<file path="config.mk">
export PLATFORM = sky130hd
export DESIGN_NAME = argb4444_rgb565_blend_rect_flat
export DESIGN_NICKNAME = d
export VERILOG_FILES = /design/src/design/abr_pkg.sv /design/src/design/abr_pix_if.sv /design/src/design/abr_res_if.sv /design/src/design/abr_cfg_if.sv /design/src/design/abr_cfg_regs.sv /design/src/design/abr_raster.sv /design/src/design/abr_blend.sv /design/src/design/abr_addr.sv /design/src/design/argb4444_rgb565_blend_rect.sv /design/src/flat_wrapper.sv
export SDC_FILE = /design/constraint.sdc
export NUM_CORES = 1
export LEC_CHECK = 0
export ABC_AREA = 1
export ABC_CLOCK_PERIOD_IN_PS = 9900
export BUFFER_PORTS_ARGS = -buffer_cell sky130_fd_sc_hd__buf_4
export CAP_MARGIN = 10
export CORE_MARGIN = 10
export CORE_UTILIZATION = 45
export DETAILED_ROUTE_END_ITERATION = 8
export HOLD_SLACK_MARGIN = 0.12
export PLACE_DENSITY = 0.62
export SKIP_CTS_REPAIR_TIMING = 1
export SLEW_MARGIN = 20
export SYNTH_ARGS = -nofsm -noshare
export SYNTH_HDL_FRONTEND = slang
export SYNTH_SLANG_ARGS = --single-unit
</file>
<file path="constraint.sdc">
create_clock -name clk -period 9.9 [get_ports clk]
set_input_delay 1.98 -clock clk [delete_from_list [all_inputs] [get_ports clk]]
set_output_delay 1.98 -clock clk [all_outputs]
set_load 0.05 [all_outputs]
</file>
<file path="src/design/abr_pkg.sv">
package abr_pkg;

  localparam int PIX_W      = 16;
  localparam int ADDR_W     = 20;
  localparam int CFG_IDX_W  = 3;
  localparam int CFG_DATA_W = 11;
  localparam int STRIDE_W   = 11;
  localparam int POS_W      = 10;
  localparam int DIM_W      = 11;

  localparam logic [CFG_IDX_W-1:0] REG_DEST_STRIDE   = 3'd0;
  localparam logic [CFG_IDX_W-1:0] REG_DEST_LEFT     = 3'd1;
  localparam logic [CFG_IDX_W-1:0] REG_DEST_TOP      = 3'd2;
  localparam logic [CFG_IDX_W-1:0] REG_SOURCE_STRIDE = 3'd3;
  localparam logic [CFG_IDX_W-1:0] REG_SOURCE_LEFT   = 3'd4;
  localparam logic [CFG_IDX_W-1:0] REG_SOURCE_TOP    = 3'd5;
  localparam logic [CFG_IDX_W-1:0] REG_RECT_WIDTH    = 3'd6;
  localparam logic [CFG_IDX_W-1:0] REG_RECT_HEIGHT   = 3'd7;

  localparam logic [STRIDE_W-1:0] STRIDE_RESET = 11'd480;
  localparam logic [DIM_W-1:0]    DIM_RESET    = 11'd1;

  // floor(x/15) == (x*RECIP_15) >> RECIP_SHIFT for every x below 4096
  localparam logic [11:0] RECIP_15    = 12'd2185;
  localparam int          RECIP_SHIFT = 15;

  typedef struct packed {
    logic [STRIDE_W-1:0] dest_stride;
    logic [POS_W-1:0]    dest_left;
    logic [POS_W-1:0]    dest_top;
    logic [STRIDE_W-1:0] source_stride;
    logic [POS_W-1:0]    source_left;
    logic [POS_W-1:0]    source_top;
    logic [DIM_W-1:0]    rect_width;
    logic [DIM_W-1:0]    rect_height;
  } cfg_t;

endpackage

</file>
<file path="src/design/abr_pix_if.sv">
interface abr_pix_if import abr_pkg::*; ();
  logic             valid;
  logic             ready;
  logic [PIX_W-1:0] fg_pixel;
  logic [PIX_W-1:0] bg_pixel;

  modport source (output valid, output fg_pixel, output bg_pixel, input ready);
  modport sink   (input valid, input fg_pixel, input bg_pixel, output ready);
endinterface

</file>
<file path="src/design/abr_res_if.sv">
interface abr_res_if import abr_pkg::*; ();
  logic              valid;
  logic              ready;
  logic [PIX_W-1:0]  blended_pixel;
  logic [ADDR_W-1:0] dest_address;
  logic [ADDR_W-1:0] source_address;
  logic              last_pixel;

  modport source (output valid, output blended_pixel, output dest_address,
                  output source_address, output last_pixel, input ready);
  modport sink   (input valid, input blended_pixel, input dest_address,
                  input source_address, input last_pixel, output ready);
endinterface

</file>
<file path="src/design/abr_cfg_if.sv">
interface abr_cfg_if import abr_pkg::*; ();
  logic                  valid;
  logic                  ready;
  logic [CFG_IDX_W-1:0]  index;
  logic [CFG_DATA_W-1:0] data;

  modport source (output valid, output index, output data, input ready);
  modport sink   (input valid, input index, input data, output ready);
endinterface

</file>
<file path="src/design/abr_cfg_regs.sv">
module abr_cfg_regs import abr_pkg::*; (
  input  logic      clk,
  input  logic      rst,
  abr_cfg_if.sink   cfg,
  output cfg_t      regs,
  output logic      clear
);

  logic write;

  assign cfg.ready = 1'b1;
  assign write     = cfg.valid && cfg.ready;
  // every listed register restarts the rectangle
  assign clear     = write;

  always_ff @(posedge clk) begin
    if (rst) begin
      regs.dest_stride   <= STRIDE_RESET;
      regs.dest_left     <= '0;
      regs.dest_top      <= '0;
      regs.source_stride <= STRIDE_RESET;
      regs.source_left   <= '0;
      regs.source_top    <= '0;
      regs.rect_width    <= DIM_RESET;
      regs.rect_height   <= DIM_RESET;
    end else if (write) begin
      unique case (cfg.index)
        REG_DEST_STRIDE:   regs.dest_stride   <= cfg.data[STRIDE_W-1:0];
        REG_DEST_LEFT:     regs.dest_left     <= cfg.data[POS_W-1:0];
        REG_DEST_TOP:      regs.dest_top      <= cfg.data[POS_W-1:0];
        REG_SOURCE_STRIDE: regs.source_stride <= cfg.data[STRIDE_W-1:0];
        REG_SOURCE_LEFT:   regs.source_left   <= cfg.data[POS_W-1:0];
        REG_SOURCE_TOP:    regs.source_top    <= cfg.data[POS_W-1:0];
        REG_RECT_WIDTH:    regs.rect_width    <= cfg.data[DIM_W-1:0];
        REG_RECT_HEIGHT:   regs.rect_height   <= cfg.data[DIM_W-1:0];
        default: ;
      endcase
    end
  end

endmodule

</file>
<file path="src/design/abr_raster.sv">
module abr_raster import abr_pkg::*; #(
  parameter int MAX_DIM = 1024
) (
  input  logic                       clk,
  input  logic                       rst,
  input  logic                       clear,
  input  logic                       step,
  input  logic [DIM_W-1:0]           rect_width,
  input  logic [DIM_W-1:0]           rect_height,
  output logic [$clog2(MAX_DIM)-1:0] col,
  output logic [$clog2(MAX_DIM)-1:0] row,
  output logic                       last
);

  localparam int CW   = $clog2(MAX_DIM);
  localparam int DW   = $clog2(MAX_DIM + 1);
  localparam int CMPW = (DW > DIM_W) ? DW : DIM_W;
  localparam logic [CMPW-1:0] MAX_C = CMPW'(MAX_DIM);
  localparam logic [CMPW-1:0] ONE_C = CMPW'(1);

  logic [CMPW-1:0] w, h, w_raw, h_raw, col_inc, row_inc;
  logic            col_end, row_end;
  logic [CW-1:0]   col_next, row_next;

  always_comb begin
    w_raw = CMPW'(rect_width);
    h_raw = CMPW'(rect_height);
    if (w_raw == '0)        w = ONE_C;
    else if (w_raw > MAX_C) w = MAX_C;
    else                    w = w_raw;
    if (h_raw == '0)        h = ONE_C;
    else if (h_raw > MAX_C) h = MAX_C;
    else                    h = h_raw;

    col_inc = CMPW'(col) + ONE_C;
    row_inc = CMPW'(row) + ONE_C;
    col_end = col_inc >= w;
    row_end = row_inc >= h;
    last    = col_end && row_end;

    col_next = col_end ? '0 : col_inc[CW-1:0];
    row_next = !col_end ? row : (row_end ? '0 : row_inc[CW-1:0]);
  end

  always_ff @(posedge clk) begin
    if (rst || clear) begin
      col <= '0;
      row <= '0;
    end else if (step) begin
      col <= col_next;
      row <= row_next;
    end
  end

endmodule

</file>
<file path="src/design/abr_blend.sv">
module abr_blend import abr_pkg::*; (
  input  logic [PIX_W-1:0] fg,
  input  logic [PIX_W-1:0] bg,
  output logic [PIX_W-1:0] pixel
);

  // (f*a + b*(15-a)) / 15, numerator fits 10 bits
  function automatic logic [5:0] mix(input logic [5:0] f, input logic [5:0] b,
                                     input logic [3:0] a);
    logic [9:0]  num;
    logic [21:0] prod;
    num  = ({4'b0, f} * {6'b0, a}) + ({4'b0, b} * {6'b0, 4'hF - a});
    prod = {12'b0, num} * {10'b0, RECIP_15};
    return prod[RECIP_SHIFT +: 6];
  endfunction

  logic [3:0] alpha;
  logic [5:0] r, g, b;

  always_comb begin
    alpha = fg[15:12];
    r = mix({1'b0, fg[11:8], 1'b0}, {1'b0, bg[15:11]}, alpha);
    g = mix({fg[7:4], 2'b00}, bg[10:5], alpha);
    b = mix({1'b0, fg[3:0], 1'b0}, {1'b0, bg[4:0]}, alpha);
    pixel = {r[4:0], g, b[4:0]};
  end

endmodule

</file>
<file path="src/design/abr_addr.sv">
module abr_addr import abr_pkg::*; #(
  parameter int CW = 10
) (
  input  logic [STRIDE_W-1:0] stride,
  input  logic [POS_W-1:0]    left,
  input  logic [POS_W-1:0]    top,
  input  logic [CW-1:0]       col,
  input  logic [CW-1:0]       row,
  output logic [ADDR_W-1:0]   address
);

  localparam int SW = ((POS_W > CW) ? POS_W : CW) + 1;
  localparam int PW = SW + STRIDE_W;

  logic [SW-1:0] row_abs, col_abs;
  logic [PW-1:0] prod;

  always_comb begin
    row_abs = SW'(top) + SW'(row);
    col_abs = SW'(left) + SW'(col);
    prod    = PW'(row_abs) * PW'(stride);
    // wraps modulo the address space
    address = ADDR_W'(prod) + ADDR_W'(col_abs);
  end

endmodule

</file>
<file path="src/design/argb4444_rgb565_blend_rect.sv">
// ARGB4444-over-RGB565 rectangle blend, raster order.
// Pixels pass through the input register, then the result register; one
// multiply-add per address. Throughput: one pixel per cycle while results drain;
// a stalled result holds the input register once full.
// Reset (synchronous): pipeline emptied, raster counters cleared, registers
// return to their reset values. Any register write restarts the rectangle.
module argb4444_rgb565_blend_rect import abr_pkg::*; #(
  parameter int MAX_DIM = 1024
) (
  input  logic      clk,
  input  logic      rst,
  abr_cfg_if.sink   cfg,
  abr_pix_if.sink   pix_in,
  abr_res_if.source res_out
);

  localparam int CW = $clog2(MAX_DIM);

  cfg_t             regs;
  logic             clear;
  logic             accept, s2_adv;
  logic [CW-1:0]    col, row;
  logic             last;

  logic             s1_valid;
  logic [PIX_W-1:0] s1_fg, s1_bg;
  logic [CW-1:0]    s1_col, s1_row;
  logic             s1_last;

  logic [PIX_W-1:0]  pixel;
  logic [ADDR_W-1:0] daddr, saddr;

  abr_cfg_regs u_cfg (
    .clk   (clk),
    .rst   (rst),
    .cfg   (cfg),
    .regs  (regs),
    .clear (clear)
  );

  abr_raster #(.MAX_DIM(MAX_DIM)) u_raster (
    .clk         (clk),
    .rst         (rst),
    .clear       (clear),
    .step        (accept),
    .rect_width  (regs.rect_width),
    .rect_height (regs.rect_height),
    .col         (col),
    .row         (row),
    .last        (last)
  );

  assign s2_adv       = !res_out.valid || res_out.ready;
  assign pix_in.ready = !s1_valid || s2_adv;
  assign accept       = pix_in.valid && pix_in.ready;

  abr_blend u_blend (
    .fg    (s1_fg),
    .bg    (s1_bg),
    .pixel (pixel)
  );

  abr_addr #(.CW(CW)) u_daddr (
    .stride  (regs.dest_stride),
    .left    (regs.dest_left),
    .top     (regs.dest_top),
    .col     (s1_col),
    .row     (s1_row),
    .address (daddr)
  );

  abr_addr #(.CW(CW)) u_saddr (
    .stride  (regs.source_stride),
    .left    (regs.source_left),
    .top     (regs.source_top),
    .col     (s1_col),
    .row     (s1_row),
    .address (saddr)
  );

  always_ff @(posedge clk) begin
    if (rst) begin
      s1_valid      <= 1'b0;
      res_out.valid <= 1'b0;
    end else begin
      if (pix_in.ready) s1_valid <= pix_in.valid;
      if (s2_adv)       res_out.valid <= s1_valid;
    end
  end

  always_ff @(posedge clk) begin
    if (accept) begin
      s1_fg   <= pix_in.fg_pixel;
      s1_bg   <= pix_in.bg_pixel;
      s1_col  <= col;
      s1_row  <= row;
      s1_last <= last;
    end
    if (s2_adv && s1_valid) begin
      res_out.blended_pixel  <= pixel;
      res_out.dest_address   <= daddr;
      res_out.source_address <= saddr;
      res_out.last_pixel     <= s1_last;
    end
  end

endmodule

</file>
<file path="src/flat_wrapper.sv">
// flat-port wrapper written by rule: the top's interface ports become plain ports
module argb4444_rgb565_blend_rect_flat import abr_pkg::*;
#(
  parameter int MAX_DIM = 1024
)
  (clk, rst, cfg_valid, cfg_index, cfg_data, cfg_ready, pix_in_valid, pix_in_fg_pixel, pix_in_bg_pixel, pix_in_ready, res_out_valid, res_out_blended_pixel, res_out_dest_address, res_out_source_address, res_out_last_pixel, res_out_ready);
  abr_cfg_if cfg_i ();
  abr_pix_if pix_in_i ();
  abr_res_if res_out_i ();
  input  logic clk;
  input  logic rst;
  input wire logic [$bits(cfg_i.valid)-1:0] cfg_valid;
  input wire logic [$bits(cfg_i.index)-1:0] cfg_index;
  input wire logic [$bits(cfg_i.data)-1:0] cfg_data;
  output wire logic [$bits(cfg_i.ready)-1:0] cfg_ready;
  input wire logic [$bits(pix_in_i.valid)-1:0] pix_in_valid;
  input wire logic [$bits(pix_in_i.fg_pixel)-1:0] pix_in_fg_pixel;
  input wire logic [$bits(pix_in_i.bg_pixel)-1:0] pix_in_bg_pixel;
  output wire logic [$bits(pix_in_i.ready)-1:0] pix_in_ready;
  output wire logic [$bits(res_out_i.valid)-1:0] res_out_valid;
  output wire logic [$bits(res_out_i.blended_pixel)-1:0] res_out_blended_pixel;
  output wire logic [$bits(res_out_i.dest_address)-1:0] res_out_dest_address;
  output wire logic [$bits(res_out_i.source_address)-1:0] res_out_source_address;
  output wire logic [$bits(res_out_i.last_pixel)-1:0] res_out_last_pixel;
  input wire logic [$bits(res_out_i.ready)-1:0] res_out_ready;
  assign cfg_i.valid = cfg_valid;
  assign cfg_i.index = cfg_index;
  assign cfg_i.data = cfg_data;
  assign cfg_ready = cfg_i.ready;
  assign pix_in_i.valid = pix_in_valid;
  assign pix_in_i.fg_pixel = pix_in_fg_pixel;
  assign pix_in_i.bg_pixel = pix_in_bg_pixel;
  assign pix_in_ready = pix_in_i.ready;
  assign res_out_valid = res_out_i.valid;
  assign res_out_blended_pixel = res_out_i.blended_pixel;
  assign res_out_dest_address = res_out_i.dest_address;
  assign res_out_source_address = res_out_i.source_address;
  assign res_out_last_pixel = res_out_i.last_pixel;
  assign res_out_i.ready = res_out_ready;
  argb4444_rgb565_blend_rect #(.MAX_DIM(MAX_DIM)) u_core (.clk(clk), .rst(rst), .cfg(cfg_i), .pix_in(pix_in_i), .res_out(res_out_i));
endmodule
</file>
# Yosys cells after proc, flatten, opt, wreduce, memory -nomap -nowiden
# Index checks and enable logic that the tools add are counted.
totals:
  word_cells: 81
  reg_bits: 216
  output_inout_bits: 60
op_classes:
  n_eq_ne: 7
  n_lt_le_gt_ge: 4
  n_mux: 6
  multipliers: 11
  n_addsub: 12
  n_reduce_logical: 20
ops:
  columns: ["cell", "count"]
  rows:
  - ["$add 10x10->11", 4]
  - ["$mux 11", 4]
  - ["$add 20x11->20", 2]
  - ["$mul 10x12->20 const B", 2]
  - ["$mul 11x11->20", 2]
  - ["$mul 4x4->8", 3]
  - ["$add 10x1->11 const B", 2]
  - ["$ge 11x11->1", 2]
  - ["$gt 11x11->1 const B", 2]
  - ["$logic_not 11->1", 2]
  - ["$mul 10x12->21 const B", 1]
  - ["$add 9x9->10", 2]
  - ["$mux 10", 2]
  - ["$mul 5x4->9", 2]
  - ["$reduce_and 2->1", 9]
  - ["$eq 3x3->1 const B", 4]
  - ["$add 10x10->10", 1]
  - ["$mul 6x4->10", 1]
  - ["$eq 3x2->1 const B", 2]
  - ["$sub 4x4->4 const A", 1]
  - ["$eq 3x1->1 const B", 1]
  - ["$logic_and 1x1->1", 3]
  - ["$logic_not 3->1", 1]
  - ["$logic_or 1x1->1", 3]
  - ["$logic_not 1->1", 2]

# Longest topological paths before layout
# Gate-level depths: netlist of run 1.
depth:
  ltp_word: 5
  depth_mapped: 39
  ltp_nobuf: 38

# By module
# Synthesis of run 1 repeated with hierarchy kept, for this count alone.
unflattened:
  cells_unflattened: 3166
  area_unflattened_um2: 25743.4
by_module_without_submodules:
  columns: ["mod", "seq_area_each_um2", "cells_per_inst", "area_each_um2", "n_inst"]
  rows:
  - ["abr_addr", 0.0, 634, 4973.5, 2]
  - ["abr_blend", 0.0, 954, 6955.4, 1]
  - ["abr_cfg_regs", 1681.6, 476, 3410.8, 1]
  - ["argb4444_rgb565_blend_rect", 3343.2, 122, 3394.5, 1]
  - ["abr_raster", 400.4, 346, 2035.7, 1]

# Worst setup path after synthesis of run 1
# OpenSTA, ideal clock, no wires.
synth_path:
  path_type: "reg2reg"
  start: "register u_core.s1_fg[15]"
  end: "register u_core.res_out.blended_pixel[3], data pin"
  setup_ns: 0.258
  arrival_time_ns: 6.641
  path_slack_ns: 3.002
  stages_incl_launch_ff: 37
  required_time_ns: 9.642
  n_path_buf: 1
  cell_sequence: "edfxtp_1 clkbuf_1 nand2_1 fa_1 inv_1 fa_1 fa_1 inv_1 fa_1 inv_1 ha_1 nand3_1 nand3_1 nand2_1 nand2_1 a21oi_1 nor2_1 o21ai_0 nand2_1 nand2_1 nand2_1 ha_1 inv_1 fa_1 inv_1 ha_1 inv_1 fa_1 inv_1 ha_1 a21o_1 a21boi_0 nand3_1 nand2_1 nand2_1 a21oi_1 xnor2_1"
synth_between:
  elab_chain_cells: 4
  elab_cells_between_ends: 5
synth_lines:
  columns: ["item", "line", "source"]
  rows:
  - ["start: declaration", "argb4444_rgb565_blend_rect.sv:26", "logic [PIX_W-1:0] s1_fg, s1_bg;"]
  - ["start signal: assignment", "argb4444_rgb565_blend_rect.sv:93", "s1_fg <= pix_in.fg_pixel;"]
  - ["$sub 4x4->4", "abr_blend.sv:12", "num = ({4'b0, f} * {6'b0, a}) + ({4'b0, b} * {6'b0, 4'hF - a});"]
  - ["$mul 5x4->9", "abr_blend.sv:12", null]
  - ["$add 9x9->10 (*)", "abr_blend.sv:12", null]
  - ["$mul 10x12->20 (*)", "abr_blend.sv:13", "prod = {12'b0, num} * {10'b0, RECIP_15};"]
  - ["via u_core.pixel[3]", "argb4444_rgb565_blend_rect.sv:30", "logic [PIX_W-1:0] pixel;"]
  - ["end signal: assignment", "argb4444_rgb565_blend_rect.sv:100", "res_out.blended_pixel <= pixel;"]
  - ["end: declaration", "abr_res_if.sv:9", "modport source (output valid, output blended_pixel, output dest_address,"]
# The timed path passes the listed nets; every way through them passes the cells marked *.
# A chain may end at the register's enable or synchronous reset.

# Final worst setup path of run 1
layout_path:
  start: "register u_core.s1_fg[14]"
  end: "register u_core.res_out.blended_pixel[3], data pin"
# The elaborated chain is that of the path after synthesis.

==> results of run 1 <==
-- worst max-delay path: cells and delay by family (launching register included) --
family                     cells  cell delay (ns)
xor gates and xnor gates       1             0.08
buffers and inverters          7             0.34
and+or+nand+nor               12             1.17
adders and majority gates     10             3.95
AOI/OAI and AO/OA              5             0.96
DFF                            1             0.90
-- flip-flops by register name, indices dropped and copies added (netlist names) --
name and cells:
u_core.u_raster.row 10, u_core.u_cfg.regs 84, u_core.u_raster.col 10, u_core.s1_last 1, u_core.s1_row 10, u_core.res_out.valid 1
u_core.s1_col 10, u_core.res_out.last_pixel 1, u_core.s1_bg 16, u_core.s1_fg 16, u_core.res_out.dest_address 20, u_core.res_out.blended_pixel 16
u_core.res_out.source_address 20, u_core.s1_valid 1
-- kinds of logic (layout without fill, tap and decap cells) --
kind of cell               after synthesis  in the layout  share of synthesized area (%)
adders and majority gates              626            626                           40.5
other                                    1              2                         0.0154
buffers and inverters                  707            816                           11.0
DFF                                    216            216                           22.2
AOI/OAI and AO/OA                      286            286                           6.34
and+or+nand+nor                        994            994                           16.3
xor gates and xnor gates               101            101                           3.66
-- cell usage after synthesis (all sizes together), types with 4 or more instances --
library cell    n
buf             7
nor4            5
inv           641
clkbuf         54
xnor2          38
o21ai         114
edfxtp        110
or2             4
nand2         577
nand3b          4
ha            354
a21oi         125
a21o            9
nand4          23
o21bai          6
a21boi          4
a31oi          11
dfxtp         106
o211ai          7
fa            272
nor2          280
xor2           63
nor3           11
clkinv          5
nand3          87
-- layer usage --
metal	vias to the layer above	wire, µm
li1	9269	-
met1	9203	24500
met2	412	28500
met3	83	2800
met4	0	1390
met5	-	0
-- per-stage QoR --
stage               setup slack (ns)  utilization [%]  cells
finish                          2.26             50.1   3737
global route                    1.71             50.1   3737
CTS                             2.28             50.1   3736
detailed placement              2.30             48.3   3684
global placement                2.46             48.3   3684
floorplan                       3.00                -   2931
-- cell usage in the layout, fill, tap and decap left out, drive strengths merged, types with 2 or more instances in the layout --
cell type | Yosys | final
inv | 641 | 642
nand2 | 577 | 577
ha | 354 | 354
nor2 | 280 | 280
fa | 272 | 272
a21oi | 125 | 125
buf | 7 | 118
o21ai | 114 | 114
edfxtp | 110 | 110
dfxtp | 106 | 106
nand3 | 87 | 87
xor2 | 63 | 63
xnor2 | 38 | 38
clkbuf | 54 | 34
nand4 | 23 | 23
clkinv | 5 | 17
a31oi | 11 | 11
nor3 | 11 | 11
a21o | 9 | 9
o211ai | 7 | 7
o21bai | 6 | 6
nor4 | 5 | 5
nand3b | 4 | 4
a21boi | 4 | 4
or2 | 4 | 4
a211oi | 3 | 3
bufinv | 0 | 3
a31o | 2 | 2
and2 | 2 | 2
o21a | 2 | 2
clkinvlp | 0 | 2
-- layout make-up --
class	instances	area share (%)
repair buffers	118	3.29
clock inverters	18	0.777
diodes	1	0.00930
inverters	646	9.01
well taps	696	3.24
clock buffers	34	2.88
flip-flops and latches	216	20.2
multi-input cells	2008	60.6
-- power breakdown --
| group | total (µW) | internal, µW | switching [µW] |
|---|---|---|---|
| logic | 6440 | 2510 | 3930 |
| clock network | 1090 | 642 | 445 |
| registers | 1340 | 1270 | 69.5 |
-- worst paths after layout --
kind / start / end / slack [ns] / cells after the start
max reg2reg: u_core.s1_fg[14] / u_core.res_out.blended_pixel[3] / 2.26 / 35
max: u_core.s1_fg[14] / u_core.res_out.blended_pixel[3] / 2.26 / 35
min reg2reg: u_core.s1_last / u_core.res_out.last_pixel / 0.42 / 0
min: u_core.s1_last / u_core.res_out.last_pixel / 0.42 / 0
==> impl_results.md, run 1 <==
- Status: finished clean
- Vias per std cell: 5.08
- Worst Max-Slew Pin Slew: 1.08 ns
- Antenna-violating nets left: 0
- Total track usage: 18.0%
- Clock buffer depth: 3
- Dominant cells by area after synthesis: fa_1 (22%), ha_1 (18%), edfxtp_1 (14%)
- CTS clk-pin slew, worst paths: 0.06 ns
- CP dominant cell by count: nand2_1
- Pwr dens: 329 nW/µm²
- Multi-input gate area: 16,300 µm²
- Residual DRC: 0
- Largest net degree at the start of global routing: 85
- CP max stage delay: 0.90 ns
- DR WL/cell: 15.3 µm
- Via Count: 18,967
- Register bit total from synthesis: 216
- # IOs: 111
- Number of synthesized flops with an enable pin: 110
- Seq/Total Area, Yosys: 22.2%
- Crit. End Element: flip-flop
- Initial antenna violation count: 2
- Die ar.: 63,900 µm²
- Most Crowded Layer GR: met2
- DRT iter0 DRCs: 1,058
- Max-cap violations: 0
- Relative slew slack: 27.7%
- Cell area after synthesis: 24,400 µm²
- Fmax: 0.131 GHz
- Reg area: 5430 µm²
- Worst-path fanout max: 22
- Syn_area_per_cell: 8.33 µm²
- CTS tree: done
- Core Box Area: 53,700 µm²
- Yosys top cell area share: 22.3%
- Worst setup SP type: flip-flop
- Power, Total: 8860 µW
- Crit path kind: reg2reg
- Yosys warns: 0
- Initial Util: 45.4%
- Die width: 253 µm
- Asr flop ratio synth: 0%
- GR Overflow Total: 0
- Fin crit period: 7.64 ns
- Worst EP arrival: 7.97 ns
- Post-synthesis cell type count: 46
- Gate Count Post-Synth: 2,931
- Hold slack: 0.420 ns
- Hold WC Path Type: reg2reg
- Peak VDD IR: 0.290 mV
- Port Buf Inserts: 109
- Root Buffer: clkbuf_16
- Clk sinks: 216
- Skew final: 0.0276 ns
- Drt pass-1 iters: 6
- Area growth, synth to finish: 10.3%
- Met3 Resource Use GR: 2.59%
- Leakage: 0.0144 µW
- Design Area, Final: 26,900 µm²
- Crit-path slowest cell: edfxtp_1
- Max-slew violations: 0
- Worst path required time: 10.23 ns
- Vias in the first global route: 19,250
- RSZ-0062 raised after global routing: no
- GR Util met2: 31.9%
- H-Tree Level Count: 1
- Clock buffer count from CTS: 28
- Placement Cell Area: 25,900 µm²
- Clk Latency, worst-skew pair: 0.60 ns
- Gpl congestion: 0.891
- Filler instances: 5,111
- Final hold violation count: 0
- Tcrit/Tclk final: 77.1%
- Share of post-route cells with drive strength above 1: 6.32%
- Die Height: 253 µm
- First-pass GRT wire length: 94,500 µm
- Post-Synthesis Net Count: 3,608
- Cell taking the most area after synthesis: fa_1
- Final setup fails: 0
- Met1 usage: 22.5%
- Nets: 3,695
- Post-DP HPWL: 45,300 µm
- Ys flop type: edfxtp_1
- Setup TNS: 0 ns
- # rows: 85
- WL final: 57,200 µm
Power figures use the tool's default switching activity.
==> inputs of run 2 (changes only) <==
ABC_CLOCK_PERIOD_IN_PS = 7500   (was 9900)
clock period = 7.5 ns   (was 9.9 ns; I/O delays follow)
==> impl_results.md, run 2 (synthesized netlist as in run 1, its figures left out) <==
- WL met3: 2910 µm (was 2800 µm)
- Final Core Density: 50.2% (was 50.1%)
- Final hold violation count: 0 (unchanged)
- Pre-CTS WS: 0.341 ns (was 2.30 ns)
- Nets: 3,706 (was 3,695)
- Filler instances: 5,093 (was 5,111)
- Max-cap violations: 0 (unchanged)
- Crit-path slowest cell: fa_1 (was edfxtp_1)
- Fmax: 0.144 GHz (was 0.131 GHz)
- Worst setup SP type: flip-flop (unchanged)
- Crit path kind: reg2reg (unchanged)
- NetSw: 5850 µW (was 4450 µW)
- WHS Path Cells: 0 (unchanged)
- DR WL/cell: 15.1 µm (was 15.3 µm)
- Multi-input gate area: 16,300 µm² (about the same)
- Reg area: 5430 µm² (unchanged)
- Fin crit period: 6.95 ns (was 7.64 ns)
- # rows: 85 (unchanged)
- Commonest non-fill, non-tap cell in the layout: inv_1 (unchanged)
- Largest net degree at the start of global routing: 85 (unchanged)
- CP dominant cell by count: nand2_1 (unchanged)
- Vias per std cell: 5.05 (was 5.08)
- Relative slew slack: 39.1% (was 27.7%)
- RSZ-0062 raised after global routing: no (unchanged)
- Crit path max-delay family: adder cells (unchanged)
- Max reg flops: 84 (unchanged)
- Internal: 5770 µW (was 4410 µW)
- First-pass GRT wire length: 93,200 µm (was 94,500 µm)
- Area growth, synth to finish: 10.4% (was 10.3%)
- Final setup fails: 0 (unchanged)
- Tcrit/Tclk final: 92.7% (was 77.1%)
- Die Height: 253 µm (unchanged)
- WP depth: 36 (was 35)
- Drt pass-1 iters: 5 (was 6)
- Worst path bufs/invs: 7 (unchanged)
- Initial Util: 45.4% (unchanged)
- Gpl congestion: 0.881 (was 0.891)
- Total track usage: 17.8% (was 18.0%)
- CTS clk-pin slew, worst paths: 0.06 ns (about the same)
- Initial antenna violation count: 2 (unchanged)
- Clk sinks: 216 (unchanged)
- Switching fraction of total power: 50.4% (was 50.2%)
- Non-Filler Instances: 3,749 (was 3,737)
- Residual DRC: 0 (unchanged)
- Via Count: 18,943 (was 18,967)
- CTS tree: done (unchanged)
- Clock power frac: 11.6% (was 12.3%)
- Status: finished clean (unchanged)
- Antenna-violating nets left: 0 (unchanged)
- Worst-path fanout max: 5 (was 22)
- Pwr dens: 431 nW/µm² (was 329 nW/µm²)
- Die ar.: 63,900 µm² (unchanged)
- Core Box Area: 53,700 µm² (unchanged)
- Worst r2r path cells: 36 (was 35)
- DRT iter0 DRCs: 1,016 (was 1,058)
- Skew final: 0.0323 ns (was 0.0276 ns)
- Clock buffer count from CTS: 28 (unchanged)
- GR Overflow Total: 0 (unchanged)
- WL met1: 24,500 µm (about the same)
- Peak VDD IR: 0.448 mV (was 0.290 mV)
- Vias in the first global route: 19,147 (was 19,250)
- Max-slew violations: 0 (unchanged)
- Die width: 253 µm (unchanged)
- Leakage: 0.0144 µW (about the same)
- Leading cell types in the layout, fill and taps excluded: inv_1 (631), nand2_1 (575), ha_1 (354), nor2_1 (275), fa_1 (272) (unchanged)
- Routed length on met2: 27,600 µm (was 28,500 µm)
- Combinational Power Share: 73.3% (was 72.6%)
- Worst Max-Slew Pin Slew: 0.914 ns (was 1.08 ns)
- Worst EP arrival: 7.27 ns (was 7.97 ns)
- Port Buf Inserts: 109 (unchanged)
- Share of post-route cells with drive strength above 1: 6.72% (was 6.32%)
- WL final: 56,700 µm (was 57,200 µm)
- Root Buffer: clkbuf_16 (unchanged)
- Setup TNS: 0 ns (unchanged)
- Biggest regs: u_core.u_cfg.regs x84, u_core.res_out.dest_address x20, u_core.res_out.source_address x20 (unchanged)
- Largest reg by FF count: u_core.u_cfg.regs (unchanged)
- Post-DP HPWL: 45,500 µm (was 45,300 µm)
- CP max stage delay: 0.56 ns (was 0.90 ns)
- Clock buffer depth: 3 (unchanged)
- Sequential share of power: 15.1% (about the same)
- Top sig layer: met4 (unchanged)
- Final WS setup: 0.551 ns (was 2.26 ns)
- Clk Latency, worst-skew pair: 0.60 ns (about the same)
- # IOs: 111 (unchanged)
- Hold WC Path Type: reg2reg (unchanged)
- Crit. End Element: flip-flop (unchanged)
- Worst path required time: 7.82 ns (was 10.23 ns)
- Inst Count DP: 3,693 (was 3,684)
- H-Tree Level Count: 1 (unchanged)
[run 2: cell types whose count changed in the layout (fill, tap and decap cells not counted), sizes merged]
cell and delta:
clkinvlp -1, clkbuf +5, inv +2, diode +1, buf +11, bufinv -3
clkinv -3
[run 2: path summary, 6_finish.rpt]
| check | slack [ns] | startpoint | to |
|---|---|---|---|
| min | 0.42 | u_core.s1_last | u_core.res_out.last_pixel |
| min reg2reg | 0.42 | u_core.s1_last | u_core.res_out.last_pixel |
| max | 0.55 | u_core.s1_fg[0] | u_core.res_out.blended_pixel[3] |
| max reg2reg | 0.55 | u_core.s1_fg[0] | u_core.res_out.blended_pixel[3] |
[run 2: worst reg2reg max path: cells and delay by family (launching register included)]
kind | cells | cell delay (ns)
flip-flops | 1 | 0.41
XOR/XNOR | 1 | 0.12
buffers and inverters | 7 | 0.35
AND/OR/NAND/NOR | 15 | 1.35
adder cells (fa/ha/maj) | 10 | 4.03
AO/OA/AOI/OAI | 3 | 0.43
[run 2: metrics by stage]
| stage | hold slack (ns) | cell area, µm² | power [µW] |
|---|---|---|---|
| finish | 0.420 | 26900 | 11600 |
| floorplan | 0.400 | 24400 | 8380 |
| global placement | 0.410 | 26000 | 10200 |
| CTS | 0.423 | 26900 | 11800 |
| detailed placement | 0.408 | 26000 | 10300 |
| global route | 0.436 | 26900 | 13100 |
[run 2: routing by layer]
layer | vias to the layer above | track usage (%)
met5 | - | 0
met3 | 96 | 2.51
met2 | 437 | 30.7
li1 | 9284 | -
met1 | 9126 | 22.6
met4 | 0 | 5.75
[run 2: cell type report]
class,instances,area share [%]
clock inverters,13,0.399
well taps,696,3.23
diodes,2,0.0186
multi-input cells,2008,60.6
repair buffers,129,3.59
clock buffers,39,3.06
inverters,646,9.00
flip-flops and latches,216,20.1
[run 2: power groups by stage]
stage               combinational [µW]  sequential, µW  clock (µW)
floorplan                         6200            2180           0
global placement                  8380            1780           0
detailed placement                8550            1780           0
CTS                               8640            1760        1390
global route                      9930            1770        1430
finish                            8510            1760        1350
